--- src/hw/rtl/bsim_pkg.sv ---
// Shared types and constants for the bank switch and IRQ mapper.
`timescale 1ns / 1ps

package bsim_pkg;

  localparam int TICKS_W = 10;            // three times an 8-bit cycle count
  localparam int ACC_W   = 11;            // prescaler plus one item's ticks
  localparam int PRESC_W = 9;
  localparam logic [ACC_W-1:0] TICKS_PER_LINE = 11'd341;
  localparam logic [15:0] ADDR_MASK_RESET = 16'hFFFF;
  localparam int QDEPTH = 2;              // power of two
  localparam int QAW    = $clog2(QDEPTH);
  localparam int NUM_CHR = 8;

  // Register addresses after masking
  localparam logic [15:0] ADDR_PRG_FIRST  = 16'h8000;
  localparam logic [15:0] ADDR_PRG_SECOND = 16'hA000;
  localparam logic [15:0] ADDR_MIRROR     = 16'h9000;
  localparam logic [15:0] ADDR_SWAP       = 16'h9008;
  localparam logic [15:0] ADDR_IRQ_LO     = 16'hF000;
  localparam logic [15:0] ADDR_IRQ_HI     = 16'hF004;
  localparam logic [15:0] ADDR_IRQ_CTRL   = 16'hF008;
  localparam logic [15:0] ADDR_IRQ_ACK    = 16'hF00C;
  localparam logic [15:0] PRG_DECODE      = 16'hFFF3;  // PRG selects ignore bits 3:2
  localparam logic [3:0]  CHR_PAGE_FIRST  = 4'hB;
  localparam logic [3:0]  CHR_PAGE_LAST   = 4'hE;
  localparam logic [7:0]  MIRROR_IGNORE   = 8'hFF;

  typedef struct packed {
    logic        opcode;
    logic [15:0] address;
    logic [7:0]  data;
    logic [7:0]  cycles;
  } in_word_t;

  typedef struct packed {
    logic       prg_update;
    logic [2:0] prg_slot;
    logic [7:0] prg_bank;
    logic       chr_update;
    logic [2:0] chr_slot;
    logic [7:0] chr_bank;
    logic       mirror_update;
    logic [1:0] mirror_mode;
    logic       irq_line;
  } out_word_t;

  typedef enum logic [3:0] {
    OP_NONE,
    OP_PRG,
    OP_MIRROR,
    OP_SWAP,
    OP_CHR,
    OP_LATCH_LO,
    OP_LATCH_HI,
    OP_IRQ_CTRL,
    OP_IRQ_ACK,
    OP_CYCLES
  } op_t;

  typedef struct packed {
    op_t                op;
    logic               prg_second;   // second PRG window (always slot 5)
    logic [2:0]         chr_idx;
    logic               chr_hi;       // high nibble of the CHR register
    logic [7:0]         data;
    logic [TICKS_W-1:0] ticks;
  } cmd_t;

  localparam logic [2:0] PRG_SLOT_FIRST   = 3'd4;
  localparam logic [2:0] PRG_SLOT_SECOND  = 3'd5;
  localparam logic [2:0] PRG_SLOT_SWAPPED = 3'd6;

endpackage

--- src/hw/rtl/bsim_front.sv ---
// Front end: address mask register, input decode and cycle scaling.
`timescale 1ns / 1ps

module bsim_front #(
  parameter int MAX_CYCLES = 255
) (
  input  logic               clk,
  input  logic               rst_n,
  input  logic               cfg_valid,
  input  logic [15:0]        cfg_data,
  input  logic               in_valid,
  input  bsim_pkg::in_word_t in_word,
  input  logic               q_full,
  output logic               q_push,
  output bsim_pkg::cmd_t     q_cmd
);

  logic [15:0] mask_r;
  logic [15:0] mask_nxt;
  logic [15:0] a;
  logic [3:0]  page;
  logic [3:0]  sub;
  logic [3:0]  page_off;
  logic [1:0]  v;
  logic [7:0]  c_sat;
  logic [9:0]  max_c;

  assign mask_nxt = cfg_valid ? cfg_data : mask_r;

  always_ff @(posedge clk) begin
    if (!rst_n) begin
      mask_r <= bsim_pkg::ADDR_MASK_RESET;
    end else begin
      mask_r <= mask_nxt;
    end
  end

  assign q_push   = in_valid && !q_full;
  assign a        = in_word.address & mask_r;
  assign page     = a[15:12];
  assign sub      = a[3:0];
  assign page_off = page - bsim_pkg::CHR_PAGE_FIRST;
  assign v        = (sub < 4'd4) ? sub[1:0] : sub[3:2];
  assign max_c    = 10'(MAX_CYCLES);
  assign c_sat    = ({2'b00, in_word.cycles} > max_c) ? max_c[7:0] : in_word.cycles;

  always_comb begin
    q_cmd            = '0;
    q_cmd.op         = bsim_pkg::OP_NONE;
    q_cmd.data       = in_word.data;
    q_cmd.chr_idx    = {page_off[1:0], v[1]};
    q_cmd.chr_hi     = v[0];
    q_cmd.prg_second = a[13];
    q_cmd.ticks      = {1'b0, c_sat, 1'b0} + {2'b00, c_sat};
    if (in_word.opcode) begin
      q_cmd.op = bsim_pkg::OP_CYCLES;
    end else if ((a & bsim_pkg::PRG_DECODE) == bsim_pkg::ADDR_PRG_FIRST ||
                 (a & bsim_pkg::PRG_DECODE) == bsim_pkg::ADDR_PRG_SECOND) begin
      q_cmd.op = bsim_pkg::OP_PRG;
    end else if (a == bsim_pkg::ADDR_MIRROR) begin
      // 0xFF leaves mirroring alone
      q_cmd.op = (in_word.data != bsim_pkg::MIRROR_IGNORE) ? bsim_pkg::OP_MIRROR
                                                          : bsim_pkg::OP_NONE;
    end else if (a == bsim_pkg::ADDR_SWAP) begin
      q_cmd.op = bsim_pkg::OP_SWAP;
    end else if (page >= bsim_pkg::CHR_PAGE_FIRST && page <= bsim_pkg::CHR_PAGE_LAST &&
                 a[11:4] == 8'h00 &&
                 (sub <= 4'd4 || sub == 4'd8 || sub == 4'd12)) begin
      q_cmd.op = bsim_pkg::OP_CHR;
    end else if (a == bsim_pkg::ADDR_IRQ_LO) begin
      q_cmd.op = bsim_pkg::OP_LATCH_LO;
    end else if (a == bsim_pkg::ADDR_IRQ_HI) begin
      q_cmd.op = bsim_pkg::OP_LATCH_HI;
    end else if (a == bsim_pkg::ADDR_IRQ_CTRL) begin
      q_cmd.op = bsim_pkg::OP_IRQ_CTRL;
    end else if (a == bsim_pkg::ADDR_IRQ_ACK) begin
      q_cmd.op = bsim_pkg::OP_IRQ_ACK;
    end
  end

endmodule

--- src/hw/rtl/bsim_queue.sv ---
// Short command queue between the decode front end and the execute back end.
`timescale 1ns / 1ps

module bsim_queue (
  input  logic           clk,
  input  logic           rst_n,
  input  logic           push,
  input  bsim_pkg::cmd_t push_cmd,
  output logic           full,
  input  logic           pop,
  output logic           not_empty,
  output bsim_pkg::cmd_t pop_cmd
);

  bsim_pkg::cmd_t            mem [bsim_pkg::QDEPTH];
  logic [bsim_pkg::QAW-1:0]  wr_ptr_r, wr_ptr_nxt;
  logic [bsim_pkg::QAW-1:0]  rd_ptr_r, rd_ptr_nxt;
  logic [bsim_pkg::QAW:0]    cnt_r, cnt_nxt;
  logic                      do_push, do_pop;

  assign full      = (cnt_r == (bsim_pkg::QAW + 1)'(bsim_pkg::QDEPTH));
  assign not_empty = (cnt_r != '0);
  assign do_push   = push && !full;
  assign do_pop    = pop && not_empty;
  assign pop_cmd   = mem[rd_ptr_r];

  always_comb begin
    wr_ptr_nxt = do_push ? wr_ptr_r + 1'b1 : wr_ptr_r;
    rd_ptr_nxt = do_pop ? rd_ptr_r + 1'b1 : rd_ptr_r;
    cnt_nxt    = cnt_r + {{bsim_pkg::QAW{1'b0}}, do_push} - {{bsim_pkg::QAW{1'b0}}, do_pop};
  end

  always_ff @(posedge clk) begin
    if (do_push) begin
      mem[wr_ptr_r] <= push_cmd;
    end
  end

  always_ff @(posedge clk) begin
    if (!rst_n) begin
      wr_ptr_r <= '0;
      rd_ptr_r <= '0;
      cnt_r    <= '0;
    end else begin
      wr_ptr_r <= wr_ptr_nxt;
      rd_ptr_r <= rd_ptr_nxt;
      cnt_r    <= cnt_nxt;
    end
  end

endmodule

--- src/hw/rtl/bsim_back.sv ---
// Back end: bank and IRQ state, line counter iteration and result register.
`timescale 1ns / 1ps

module bsim_back (
  input  logic                clk,
  input  logic                rst_n,
  input  logic                q_valid,
  input  bsim_pkg::cmd_t      q_cmd,
  output logic                q_pop,
  output logic                out_valid,
  input  logic                out_stall,
  output bsim_pkg::out_word_t out_word
);

  typedef enum logic [1:0] {
    S_IDLE  = 2'b01,
    S_COUNT = 2'b10
  } state_t;

  state_t                        state_r, state_nxt;
  logic [7:0]                    chr_r   [bsim_pkg::NUM_CHR];
  logic [7:0]                    chr_nxt [bsim_pkg::NUM_CHR];
  logic                          swap_r, swap_nxt;
  logic [1:0]                    en_r, en_nxt;
  logic [7:0]                    count_r, count_nxt;
  logic [7:0]                    reload_r, reload_nxt;
  logic [bsim_pkg::PRESC_W-1:0]  presc_r, presc_nxt;
  logic                          level_r, level_nxt;
  logic [bsim_pkg::ACC_W-1:0]    acc_r, acc_nxt;
  logic                          out_valid_r, out_valid_nxt;
  bsim_pkg::out_word_t           out_word_r, res;
  logic                          out_free, load_out;
  logic [7:0]                    chr_old, chr_new, count_inc;

  assign out_free  = !out_valid_r || !out_stall;
  assign out_valid = out_valid_r;
  assign out_word  = out_word_r;
  assign chr_old   = chr_r[q_cmd.chr_idx];
  assign chr_new   = q_cmd.chr_hi ? {q_cmd.data[3:0], chr_old[3:0]}
                                  : {chr_old[7:4], q_cmd.data[3:0]};
  assign count_inc = count_r + 8'd1;

  always_comb begin
    state_nxt  = state_r;
    chr_nxt    = chr_r;
    swap_nxt   = swap_r;
    en_nxt     = en_r;
    count_nxt  = count_r;
    reload_nxt = reload_r;
    presc_nxt  = presc_r;
    level_nxt  = level_r;
    acc_nxt    = acc_r;
    q_pop      = 1'b0;
    load_out   = 1'b0;
    res        = '0;
    case (state_r)
      S_IDLE: begin
        if (q_valid && out_free) begin
          q_pop    = 1'b1;
          load_out = 1'b1;
          case (q_cmd.op)
            bsim_pkg::OP_PRG: begin
              res.prg_update = 1'b1;
              res.prg_bank   = q_cmd.data;
              if (q_cmd.prg_second) begin
                res.prg_slot = bsim_pkg::PRG_SLOT_SECOND;
              end else begin
                res.prg_slot = swap_r ? bsim_pkg::PRG_SLOT_SWAPPED
                                      : bsim_pkg::PRG_SLOT_FIRST;
              end
            end
            bsim_pkg::OP_MIRROR: begin
              res.mirror_update = 1'b1;
              res.mirror_mode   = q_cmd.data[1:0];
            end
            bsim_pkg::OP_SWAP: begin
              swap_nxt = q_cmd.data[1];
            end
            bsim_pkg::OP_CHR: begin
              chr_nxt[q_cmd.chr_idx] = chr_new;
              res.chr_update = 1'b1;
              res.chr_slot   = q_cmd.chr_idx;
              res.chr_bank   = chr_new;
            end
            bsim_pkg::OP_LATCH_LO: begin
              reload_nxt = {reload_r[7:4], q_cmd.data[3:0]};
              level_nxt  = 1'b0;
            end
            bsim_pkg::OP_LATCH_HI: begin
              reload_nxt = {q_cmd.data[3:0], reload_r[3:0]};
              level_nxt  = 1'b0;
            end
            bsim_pkg::OP_IRQ_CTRL: begin
              en_nxt    = q_cmd.data[1:0];
              count_nxt = reload_r;
              presc_nxt = '0;
              level_nxt = 1'b0;
            end
            bsim_pkg::OP_IRQ_ACK: begin
              en_nxt    = {en_r[0], en_r[0]};
              level_nxt = 1'b0;
            end
            bsim_pkg::OP_CYCLES: begin
              // counting disabled: nothing changes, report the line
              if (en_r[1]) begin
                acc_nxt   = {2'b00, presc_r} + {1'b0, q_cmd.ticks};
                load_out  = 1'b0;
                state_nxt = S_COUNT;
              end
            end
            default: begin
            end
          endcase
        end
      end
      S_COUNT: begin
        if (acc_r >= bsim_pkg::TICKS_PER_LINE) begin
          acc_nxt = acc_r - bsim_pkg::TICKS_PER_LINE;
          if (count_inc == 8'd0) begin
            count_nxt = reload_r;
            level_nxt = 1'b1;
          end else begin
            count_nxt = count_inc;
          end
        end else if (out_free) begin
          presc_nxt = acc_r[bsim_pkg::PRESC_W-1:0];
          load_out  = 1'b1;
          state_nxt = S_IDLE;
        end
      end
      default: begin
        state_nxt = S_IDLE;
      end
    endcase
    res.irq_line = level_nxt;
  end

  always_comb begin
    if (load_out) begin
      out_valid_nxt = 1'b1;
    end else if (!out_stall) begin
      out_valid_nxt = 1'b0;
    end else begin
      out_valid_nxt = out_valid_r;
    end
  end

  always_ff @(posedge clk) begin
    acc_r <= acc_nxt;
    if (load_out) begin
      out_word_r <= res;
    end
  end

  always_ff @(posedge clk) begin
    if (!rst_n) begin
      state_r     <= S_IDLE;
      for (int i = 0; i < bsim_pkg::NUM_CHR; i++) begin
        chr_r[i] <= 8'(i);
      end
      swap_r      <= 1'b0;
      en_r        <= 2'b00;
      count_r     <= 8'd0;
      reload_r    <= 8'd0;
      presc_r     <= '0;
      level_r     <= 1'b0;
      out_valid_r <= 1'b0;
    end else begin
      state_r     <= state_nxt;
      chr_r       <= chr_nxt;
      swap_r      <= swap_nxt;
      en_r        <= en_nxt;
      count_r     <= count_nxt;
      reload_r    <= reload_nxt;
      presc_r     <= presc_nxt;
      level_r     <= level_nxt;
      out_valid_r <= out_valid_nxt;
    end
  end

endmodule

--- src/hw/rtl/bank_switch_irq_mapper.sv ---
// Top level of the bank switch and IRQ mapper.
`timescale 1ns / 1ps

// Bank switching and scanline IRQ mapper. Each input word is a CPU register
// write (opcode 0) or an item of elapsed CPU time (opcode 1); each produces
// exactly one result word with the PRG, CHR and mirroring updates it caused
// and the IRQ line level afterwards. The front end masks the address with
// the cfg register (reset 0xFFFF), decodes it and scales the cycle count by
// three; a two-entry command queue separates it from the back end, which
// holds all bank and IRQ state. Writes stream at one per cycle while the
// output does not stall; each word is registered in the queue, then the
// back end registers its result and raises out_valid. A cycles item with
// counting enabled walks the line wraps it causes (0 to 3), the prescaler
// subtracting one line of 341 ticks per cycle; the back end pops no new
// command from the queue until that loop is done and its result is loaded.
// Write the cfg register only while the block is idle; cfg_ready is always 1.
module bank_switch_irq_mapper #(
  parameter int MAX_CYCLES = 255   // cycle counts above this are saturated
) (
  input  logic                clk,
  input  logic                rst_n,
  input  logic                cfg_valid,
  output logic                cfg_ready,
  input  logic [15:0]         cfg_data,
  input  logic                in_valid,
  output logic                in_stall,
  input  bsim_pkg::in_word_t  in_word,
  output logic                out_valid,
  input  logic                out_stall,
  output bsim_pkg::out_word_t out_word
);

  logic           q_push, q_full, q_pop, q_valid;
  bsim_pkg::cmd_t push_cmd, pop_cmd;

  assign cfg_ready = 1'b1;
  // Hold input while the queue is full.
  assign in_stall  = q_full;

  bsim_front #(
    .MAX_CYCLES(MAX_CYCLES)
  ) u_front (
    .clk       (clk),
    .rst_n     (rst_n),
    .cfg_valid (cfg_valid),
    .cfg_data  (cfg_data),
    .in_valid  (in_valid),
    .in_word   (in_word),
    .q_full    (q_full),
    .q_push    (q_push),
    .q_cmd     (push_cmd)
  );

  bsim_queue u_queue (
    .clk       (clk),
    .rst_n     (rst_n),
    .push      (q_push),
    .push_cmd  (push_cmd),
    .full      (q_full),
    .pop       (q_pop),
    .not_empty (q_valid),
    .pop_cmd   (pop_cmd)
  );

  bsim_back u_back (
    .clk       (clk),
    .rst_n     (rst_n),
    .q_valid   (q_valid),
    .q_cmd     (pop_cmd),
    .q_pop     (q_pop),
    .out_valid (out_valid),
    .out_stall (out_stall),
    .out_word  (out_word)
  );

endmodule

--- config.mk ---
export PLATFORM = sky130hd
export DESIGN_NAME = bank_switch_irq_mapper
export DESIGN_NICKNAME = d
export VERILOG_FILES = /design/src/hw/rtl/bsim_pkg.sv /design/src/hw/rtl/bsim_front.sv /design/src/hw/rtl/bsim_queue.sv /design/src/hw/rtl/bsim_back.sv /design/src/hw/rtl/bank_switch_irq_mapper.sv
export SDC_FILE = /design/constraint.sdc
export NUM_CORES = 1
export LEC_CHECK = 0
export ABC_AREA = 1
export BUFFER_PORTS_ARGS = -buffer_cell sky130_fd_sc_hd__clkbuf_2
export CAP_MARGIN = 20
export CORE_MARGIN = 8
export CORE_UTILIZATION = 35
export CTS_CLUSTER_DIAMETER = 30
export CTS_CLUSTER_SIZE = 20
export DETAILED_ROUTE_END_ITERATION = 10
export MAX_ROUTING_LAYER = met4
export PLACE_DENSITY = 0.58
export SLEW_MARGIN = 20
export SYNTH_ARGS = -nofsm -noshare
export SYNTH_HDL_FRONTEND = slang
export SYNTH_SLANG_ARGS = --single-unit
--- constraint.sdc ---
create_clock -name clk -period 5.45 [get_ports clk]
set_clock_uncertainty 0.15 [all_clocks]
set_input_delay 0.2725 -clock clk [delete_from_list [all_inputs] [get_ports clk]]
set_output_delay 0.2725 -clock clk [all_outputs]
set_load 0.005 [all_outputs]
# Word-level counts from Yosys, hierarchy flattened
# Memory sizes are Yosys's and may differ from the RTL's. A register that Yosys moved wholly into a read port is not among the register bits.
# Index checks and enable logic that the tools add are counted.
totals:
  mem_bits_ro: 0
  mem_bits_rw: 54
  latchBits: 0
  n_memories: 1
  ff_bits: 155
mem_list:
  columns: ["memory", "words", "width", "read_ports", "rd_ports_with_merged_regs", "wr", "line_no", "rtl"]
  rows:
  - ["u_queue.mem", 2, 27, 1, 1, 1, "bsim_queue.sv:15", "bsim_pkg::cmd_t mem [bsim_pkg::QDEPTH];"]
op_classes:
  n_div: 0
  n_eq_ne: 31
  addsub: 9
  bitwise_logic: 8
  multipliers: 0
  n_reduce_logical: 35
  shift: 0
  n_mux: 66
  order_cmp: 8
ops:
  columns: ["cell", "n"]
  rows:
  - ["== test 16 bit (second input constant)", 6]
  - ["two-way mux 8 bit", 9]
  - ["bitwise mux 64 bit", 1]
  - ["two-way mux 11 bit", 4]
  - ["two-way mux 4 bit", 9]
  - ["two-way mux 9 bit", 4]
  - ["case mux 8 bit (2 select lines)", 2]
  - ["== test 14 bit (second input constant)", 2]
  - ["binary-select mux 8 bit (select 3 bit)", 1]
  - ["demux 8 bit (select 3 bit)", 1]
  - ["two-way mux 12 bit", 2]
  - ["case mux 11 bit (2 select lines)", 1]
  - ["case mux 9 bit (2 select lines)", 1]
  - ["two-way mux 1 bit", 17]
  - ["bitwise AND 16 bit", 1]
  - ["== test 4 x 3 -> 1 bit (second input constant)", 4]
  - ["== test 4 bit (second input constant)", 4]
  - ["logical NOT 8 bit", 2]
  - ["two-way mux 2 bit", 8]
  - ["AND reduction 4 bit", 4]
  - ["AND reduction 3 bit", 5]
  - ["AND reduction 5 bit", 3]
  - ["adder 9 x 10 -> 11 bit", 1]
  - ["greater-or-equal comparator 11 x 9 -> 1 bit (second input constant)", 1]
  - ["31 further kinds", 64]

# Logic depth before layout (Yosys ltp)
# Gate-level depths: netlist (run 1).
depth:
  depth_word: 11
  ltp_mapped: 15
  mapped_depth_nobuf: 13

# By module
# From an unflattened synthesis (run 1), not the netlist that was laid out.
unflattened:
  cells_unflattened: 1209
  hier_area_um2: 10639.0
by_module_without_submodules:
  columns: ["module", "n_inst", "cells_each", "area_each_um2"]
  rows:
  - ["bsim_back", 1, 865, 6942.9]
  - ["bsim_queue", 1, 122, 2299.7]
  - ["bsim_front", 1, 220, 1385.1]
  - ["bank_switch_irq_mapper", 1, 2, 11.3]

# Least setup slack after synthesis (run 1)
# Ideal clock, no wire load.
synth_path:
  path_kind: "register to register"
  startpoint: "reg (tool-made name)"
  endpoint: "reg u_back.acc_r[5] (netlist name) (data pin)"
  path_slack_ps: 2843
  t_arrival_ps: 2188
  synth_period_minus_slack_ps: 2607
  path_buffers: 3
  stages_incl_launch_ff: 13
  setup_time_ps: 268
  t_required_ps: 5032
  cell_sequence: "dfxtp_1 > buf_6 > buf_2 > clkbuf_1 > nand2_1 > nand2_1 > ha_1 > nand2_1 > nand2_1 > or2_2 > a21oi_1 > xor2_1 > o21ai_0"
synth_rtl:
  columns: ["item", "line_no", "rtl"]
  rows:
  - ["end signal: assignment", "bsim_back.sv:149", "acc_r <= acc_nxt;"]
  - ["end: declaration", "bsim_back.sv:29", "logic [bsim_pkg::ACC_W-1:0] acc_r, acc_nxt;"]

# Final worst setup path (run 1)
layout_path:
  startpoint: "reg u_back.state_r[1]"
  endpoint: "reg u_back.chr_r[15] (netlist name)"
layout_via:
  elab_chain_len: 2
layout_rtl:
  columns: ["item", "line_no", "rtl"]
  rows:
  - ["start: declaration", "bsim_back.sv:20", "state_t state_r, state_nxt;"]
  - ["start signal: assignment", "bsim_back.sv:169", "state_r <= state_nxt;"]
  - ["== test 2 x 1 -> 1 bit", "bsim_back.sv:56", "case (state_r)"]
  - ["AND reduction 3 bit (no line)", null, null]
  - ["end signal: indexed assignment", "bsim_back.sv:159", "chr_r[i] <= 8'(i);"]
  - ["end signal: assignment", "bsim_back.sv:170", "chr_r <= chr_nxt;"]
  - ["end: declaration", "bsim_back.sv:21", "logic [7:0] chr_r [bsim_pkg::NUM_CHR];"]
# Every way passes these cells.
# A chain may end at the register's enable or synchronous reset.

==> results of run 1 <==
[flip-flops by register name, summed over array words and instances, names as in the netlist, named ones only]
register and flops:
u_back.chr_r 64, u_queue.mem 54, u_back.out_word 28, u_front.mask_r 16, u_back.acc_r 11, u_back.presc_r 9
u_back.count_r 8, u_back.reload_r 8, u_back.en_r 2, u_back.state_r 2, u_queue.cnt_r 2, u_back.level_r 1
u_back.out_valid 1, u_back.swap_r 1, u_queue.rd_ptr_r 1, u_queue.wr_ptr_r 1
[power groups by stage]
stage	combinational, mW	clock [mW]	sequential [mW]
global route	1.91	3.01	2.13
global placement	1.69	0	2.13
floorplan	1.13	0	2.11
CTS	1.73	2.93	2.10
finish	1.70	2.87	2.10
detailed placement	1.70	0	2.13
[routing by layer]
layer  GRT usage  wire length [um]  up-vias
met4     0.04918               582        0
met5           -                 0        -
li1            -                 -     4491
met1      0.1979             12550     3900
met2      0.2427             12130      208
met3     0.02778              1241       50
[cells in the mapped netlist, types with 2 or more instances]
cell type  number  share of area
nand2_1       317           0.12
a21oi_1       127          0.062
inv_1         125          0.046
dfxtp_1       117           0.23
o21ai_0       106          0.052
nor2_1         97          0.035
edfxtp_1       93           0.27
nand3_1        70          0.034
ha_1           27          0.033
clkbuf_1       23         0.0084
o211ai_1       20          0.015
nand4_1        13         0.0079
o21ai_2        12          0.010
o21ai_1        11         0.0054
buf_4          10         0.0073
inv_2           9         0.0033
nand2_2         9         0.0055
nor2_4          9         0.0099
xor2_1          8         0.0068
nor2_2          5         0.0030
or2_2           5         0.0030
buf_2           4         0.0019
buf_6           4         0.0044
o211a_1         4         0.0039
a31oi_1         3         0.0018
mux2i_1         3         0.0029
nand2_4         3         0.0033
nor3_1          3         0.0015
o22ai_1         3         0.0018
fa_1            2         0.0039
o21bai_1        2         0.0015
xnor2_1         2         0.0017
[per-stage QoR]
step	utilization	area, um2	hold slack [ns]	worst slack, ns	instances
6_report	0.4505	12960	0.05503	2.521	1813
5_1_grt	0.4505	12960	0.05199	2.263	1813
4_1_cts	0.4505	12960	0.03504	2.529	1813
3_5_place_dp	0.3834	11030	0.2941	2.596	1695
3_3_place_gp	0.3834	11030	0.2881	2.736	1695
2_1_floorplan	-	10270	0.2214	2.843	1258
[worst max-delay path, delay by kind of cell (launching register included)]
kind / cells / cell delay (ns)
compound gates: 2 / 0.37
fa+ha+maj: 1 / 0.20
buf+inv: 2 / 0.21
flops: 1 / 0.31
simple gates: 5 / 1.60
[cell type report]
type,count,area [um2]
inverters,135,506.7
flip-flops and latches,210,5135
fillers,2772,15820
multi-input cells,871,4405
well taps,384,480.5
clock buffers,54,1232
clock inverters,34,399.1
repair buffers,125,805.8
[repair_timing]
item | 4_1_cts | 5_1_grt
endpoints found under the hold margin | 43 | 0
gates resized for setup | 0 | 0
hold buffers | 30 | 0
setup buffers | 0 | 0
[logic make-up (layout without fill, tap and decap cells)]
kind of cell	count (synthesis)	in the layout	synth area share
AOI/OAI and AO/OA	295	295	0.1591
xor gates and xnor gates	10	10	0.008527
adders and majority gates	29	29	0.03678
buffers and inverters	177	348	0.07174
DFF	210	210	0.4999
muxes	3	3	0.002923
other	1	1	0.0003651
and+or+nand+nor	533	533	0.2207
[worst max path at each step]
stage | start | end | slack, ns | depth (start not counted)
2_1_floorplan | register | u_back.acc_r[5] | 2.84 | 12
3_3_place_gp | u_back.state_r[1] | u_back.chr_r[19] | 2.74 | 10
3_5_place_dp | u_back.state_r[1] | u_back.chr_r[20] | 2.60 | 10
4_1_cts | u_back.state_r[1] | u_back.chr_r[15] | 2.53 | 10
5_1_grt | u_back.state_r[1] | u_back.chr_r[20] | 2.26 | 10
6_report | u_back.state_r[1] | u_back.chr_r[15] | 2.52 | 10
==> summary.txt, run 1 <==
Maximum number of pins on one net before global-route repair: 94
Root buf cell: clkbuf_16
Critical path class: register to register
Routed WL: 26500 um
Post-synth EDFFs: 93
Chain of cells forming the critical path: inv_1 -> ha_1 -> inv_1 -> nor2_1 -> nand2_2 -> nor2_4 -> nand2_4 -> nor2_2 -> o21ai_0 -> a21oi_1
P_int: 4.457 mW
Nets: 1473
Most frequent CP cell: inv_1
Achievable frequency: 341.4 MHz
CTS tree: built
Fin crit share: 0.5375
Starting Density: 0.3569
DRC: 0
Pwr Total: 6.672 mW
Setup tns final: 0 ns
GRT overflow: 0
P per Cell Area: 514.6 nW/um2
Most frequent cells in the layout: 317 x nand2_1, 127 x a21oi_1, 125 x inv_1, 117 x dfxtp_1, 106 x o21ai_0
Vias in the first global route: 8529
Worst hold start: in_word[29]
Relative slew slack: 0.3654
Syn Nets: 1341
Status: finished clean
Slew @ Worst Pin: 0.9508 ns
Routed via count: 8649
Clock buffer depth: 3
Wire per inst: 14.62 um
Critical Path Sink Type: register
Commonest non-fill, non-tap cell in the layout: nand2_1
Die outline height: 187.3 um
Distinct cell type count after synthesis: 44
Sequential power share: 0.314
Highest-delay cell along the critical path: nor2_1
Most used DFF post-synth: dfxtp_1
Cells on Worst Hold Path: 3
Slowest stage delay, CP: 0.68 ns
IO buf count: 83
Area Overhead vs Synth: 26.21%
Flops & latches, synth: 210
Core ar.: 28780 um2
Post-synth ARST share: 0
Flop-to-flop setup slack: 2.52 ns
Unrepaired setup endpoints after global routing: false
CTS sink count: 210
Sequential area share after synthesis: 0.4999
Remaining antenna violation count: 0
Combinational share of power: 0.255
Detailed placer's ending HPWL: 17900 um
Global-route usage over all layers: 0.1539
HP Class: input port to register
Drt first pass iters: 5
Slew Viols, Final: 0
Reg clk slew, reported paths: 0.05 ns
Synthesized instance count: 1258
Syn Area/Cell: 8.166 um2
Req. time, crit path: 5.75 ns
H-tree depth: 2
Setup-failing EPs final: 0
VDD IR max: 272.6 uV
Clk Latency, worst-skew pair: 0.53 ns
Max Cap Viol: 0
Clock power frac: 0.431
Switching power: 2.215 mW
Period minus WS final: 2.929 ns
Initial antenna violation count: 0
Final hold vios: 0
Synthesized cell area: 10270 um2
Io pins: 85
R2R Path End: u_back.chr_r[15]
Arr. time, crit path: 3.23 ns
DRC marker count from the first detailed-route iteration: 518
First-pass GRT wire length: 43780 um
Rows: 62
P_leak: 5.700 nW
Sw frac: 0.3320
Critical R2R Launch: u_back.state_r[1]
Share of post-route cells with drive strength above 1: 0.1624
Total CTS buffers: 47
DR vias/cell: 4.771
FF-to-FF path depth: 10
CP Max Fanout: 12
Antenna diode count: 0
Area of the die: 35090 um2
Routability cong.: 0.8714
YS warnings: 0
Die Wd: 187.3 um
WHS Endpoint: u_queue.mem[1][22]
Startpoint Class: register
(Power assumes the default switching activity.)
==> inputs of run 2 (changes only) <==
- ABC_AREA: 1 -> 0
- PLACE_DENSITY: 0.58 -> 0.59
- clock period: 5.45 -> 2.75 ns (I/O delays scaled with it)
==> run 2 against run 1 <==
  * Non-clock buffer count up 53
  * Critical path depth is 1 lower
  * Hold slack got worse by 0.039 ns
  * Fmax up 8.9%
  * Via count shrank 9.6%
  * Setup slack worse by 2.5 ns
  * Die area fell by 4.1%
  * Clock power up 85%
  * Core utilization increased by 1.8 points
  * Largest cell class unchanged
==> summary.txt, run 2 <==
Fin crit share: 0.9784 (+0.4409)
Flop-to-flop setup slack: 0.06 ns (-2.46 ns)
Setup-failing EPs final: 0 (unchanged)
Most instantiated library cell after synthesis: dfxtp_1
Max reg flops: 64 (unchanged)
Clk Latency, worst-skew pair: 0.53 ns (about the same)
Commonest non-fill, non-tap cell in the layout: dfxtp_1
Clock buffer depth: 3 (unchanged)
Starting Density: 0.3540 (-0.002908)
Final hold vios: 0 (unchanged)
Global-route usage over all layers: 0.1556 (+0.001665)
CTS sink count: 210 (unchanged)
Post-synth top cells: 117 x dfxtp_1, 108 x nand2_1, 93 x edfxtp_1
Sequential area share after synthesis: 0.5235 (+0.02366)
P_leak: 5.226 nW (-8.3%)
Req. time, crit path: 2.87 ns (-2.88 ns)
Die Wd: 183.4 um (-2.1%)
Detailed placer's ending HPWL: 17650 um (-1.4%)
Most used DFF post-synth: dfxtp_1
Unrepaired setup endpoints after global routing: true
Flops & latches, synth: 210 (unchanged)
Post-synth ARST share: 0 (unchanged)
Max Cap Viol: 0 (unchanged)
Highest-delay cell along the critical path: fa_2
Remaining antenna violation count: 0 (unchanged)
Reg with most FFs: u_back.chr_r
Relative slew slack: 0.5181 (+0.1527)
DRC: 0 (unchanged)
Routed via count: 7821 (-9.6%)
Slowest stage delay, CP: 0.37 ns (-0.31 ns)
Syn Nets: 1043 (-22%)
H-tree depth: 2 (unchanged)
Root buf cell: clkbuf_16
FILL cells: 2527 (-8.8%)
Slew @ Worst Pin: 0.7046 ns (-0.2462 ns)
Setup tns final: 0 ns (unchanged)
Area share of the leading cell type in the synthesized netlist: 0.2847 (+0.01287)
Synthesized cell area: 9808 um2 (-4.5%)
Distinct cell type count after synthesis: 78 (+77%)
Final instance area: 12970 um2 (about the same)
CP top delay family: compound AO/OA/AOI/OAI gates
Area Overhead vs Synth: 32.21%
DR vias/cell: 5.036 (+5.6%)
Total CTS buffers: 46 (-2.1%)
Synth top area cells: edfxtp_1 28%, dfxtp_1 24%, mux2i_1 4.4%, nand2_1 4.1%, nand3_1 4.1%
Routed WL: 25560 um (-3.5%)
Share of post-route cells with drive strength above 1: 0.2213 (+0.05893)
Critical Path Sink Type: register
CP Max Fanout: 3 (-9)
Reg clk slew, reported paths: 0.05 ns (about the same)
Critical path class: register to register
Io pins: 85 (unchanged)
IO buf count: 83 (unchanged)
HP Class: input port to register
Slew Viols, Final: 0 (unchanged)
P per Cell Area: 896.8 nW/um2 (+74%)
Antenna diode count: 0 (unchanged)
Chain of cells forming the critical path: mux2_4 -> ha_4 -> fa_2 -> a21oi_2 -> o21ai_2 -> a2111oi_2 -> or3_1 -> nor2_1 -> a211o_1
Drt first pass iters: 5 (unchanged)
Final setup margin: 0.05939 ns (-2.461 ns)
Post-synth top area cell: edfxtp_1
Most frequent cells in the layout: 116 x dfxtp_1, 107 x nand2_1, 93 x edfxtp_1, 82 x clkbuf_2, 81 x nand3_1
Synthesized instance count: 960 (-24%)
Pwr Total: 11.63 mW (+74%)
Maximum number of pins on one net before global-route repair: 41 (-56%)
Syn Area/Cell: 10.22 um2 (+25%)
DP Area: 11000 um2 (-0.31%)
Startpoint Class: register
DRC marker count from the first detailed-route iteration: 591 (+14%)
YS warnings: 0 (unchanged)
Wire per inst: 16.46 um (+13%)
CTS tree: built
Post-synth EDFFs: 93 (unchanged)
Rows: 61 (-1.6%)
Achievable frequency: 371.7 MHz (+8.9%)
Nets: 1221 (-17%)
WP buf/inv: 0 (-2)
GRT overflow: 0 (unchanged)
Routability cong.: 0.8290 (-4.9%)
Status: finished clean
Pre-CTS WS: -0.003488 ns (-2.599 ns)
Core ar.: 27710 um2 (-3.7%)
VDD IR max: 483.3 uV (+77%)
Die outline height: 183.4 um (-2.1%)
Area of the die: 33640 um2 (-4.1%)
First-pass GRT wire length: 41320 um (-5.6%)
Hold WS: 0.01594 ns (-0.03909 ns)
Vias in the first global route: 7786 (-8.7%)
Arr. time, crit path: 2.81 ns (-0.42 ns)
Initial antenna violation count: 0 (unchanged)
Period minus WS final: 2.691 ns (-0.2387 ns)
run 2: repair_timing:
item	CTS	global route
hold endpoints to repair	78	0
hold buffers	40	0
pin swaps	1	3
cloned	0	0
endpoints found under the setup margin	1	8
gates resized for setup	2	4
setup buffers	0	0
run 2: final timing paths:
kind,startpoint,end,cells past startpoint
max,register,u_back.acc_r[10],9
min,in_word[4],u_queue.mem[1][4],3
max reg2reg,register,u_back.acc_r[10],9
min reg2reg,u_back.chr_r[39],u_back.chr_r[39],2
run 2: kinds of logic after synthesis:
logic type / Yosys count / synth area share
AND/OR/NAND/NOR: 339 / 0.1644
AO/OA/AOI/OAI: 220 / 0.1570
flip-flops: 210 / 0.5235
buffers and inverters: 79 / 0.03457
multiplexers: 54 / 0.05651
adder cells (fa/ha/maj): 29 / 0.03853
XOR/XNOR: 28 / 0.02500
other: 1 / 0.0003823
run 2: layer usage:
| metal | wire length, um | GRT usage | vias to the layer above |
|---|---|---|---|
| met4 | 412 | 0.04554 | 0 |
| met5 | 0 | - | - |
| met2 | 11220 | 0.2318 | 237 |
| li1 | - | - | 3927 |
| met1 | 12350 | 0.2096 | 3623 |
| met3 | 1584 | 0.03344 | 34 |
run 2: final cells by class:
class,instances,area (um2),share of cell area
Inverter,31,116.4,0.008973
Clock buffer,55,1256,0.09687
Timing Repair Buffer,178,1256,0.09687
Tap cell,378,473.0,0.03647
Clock inverter,30,281.5,0.02171
Sequential cell,210,5136,0.3961
Multi-Input combinational cell,671,4448,0.3430
run 2: power breakdown:
group	switching (mW)	internal, mW	total [mW]
clock	1.83	3.49	5.32
sequential	0.173	3.74	3.91
combinational	1.42	0.978	2.40
total	3.42	8.21	11.6
run 2: metrics by stage:
stage / utilization / std cells
floorplan: - / 960
global placement: 0.3970 / 1428
detailed placement: 0.3970 / 1428
CTS: 0.4672 / 1553
global route: 0.4680 / 1553
finish: 0.4680 / 1553
run 2: worst register-to-register path, stage by stage, from the launching register on:
cell and delay [ns]:
dfxtp_2 0.35, mux2_4 0.31, ha_4 0.17, fa_2 0.37, a21oi_2 0.20, o21ai_2 0.09, a2111oi_2 0.32, or3_1 0.19
nor2_1 0.05, a211o_1 0.23
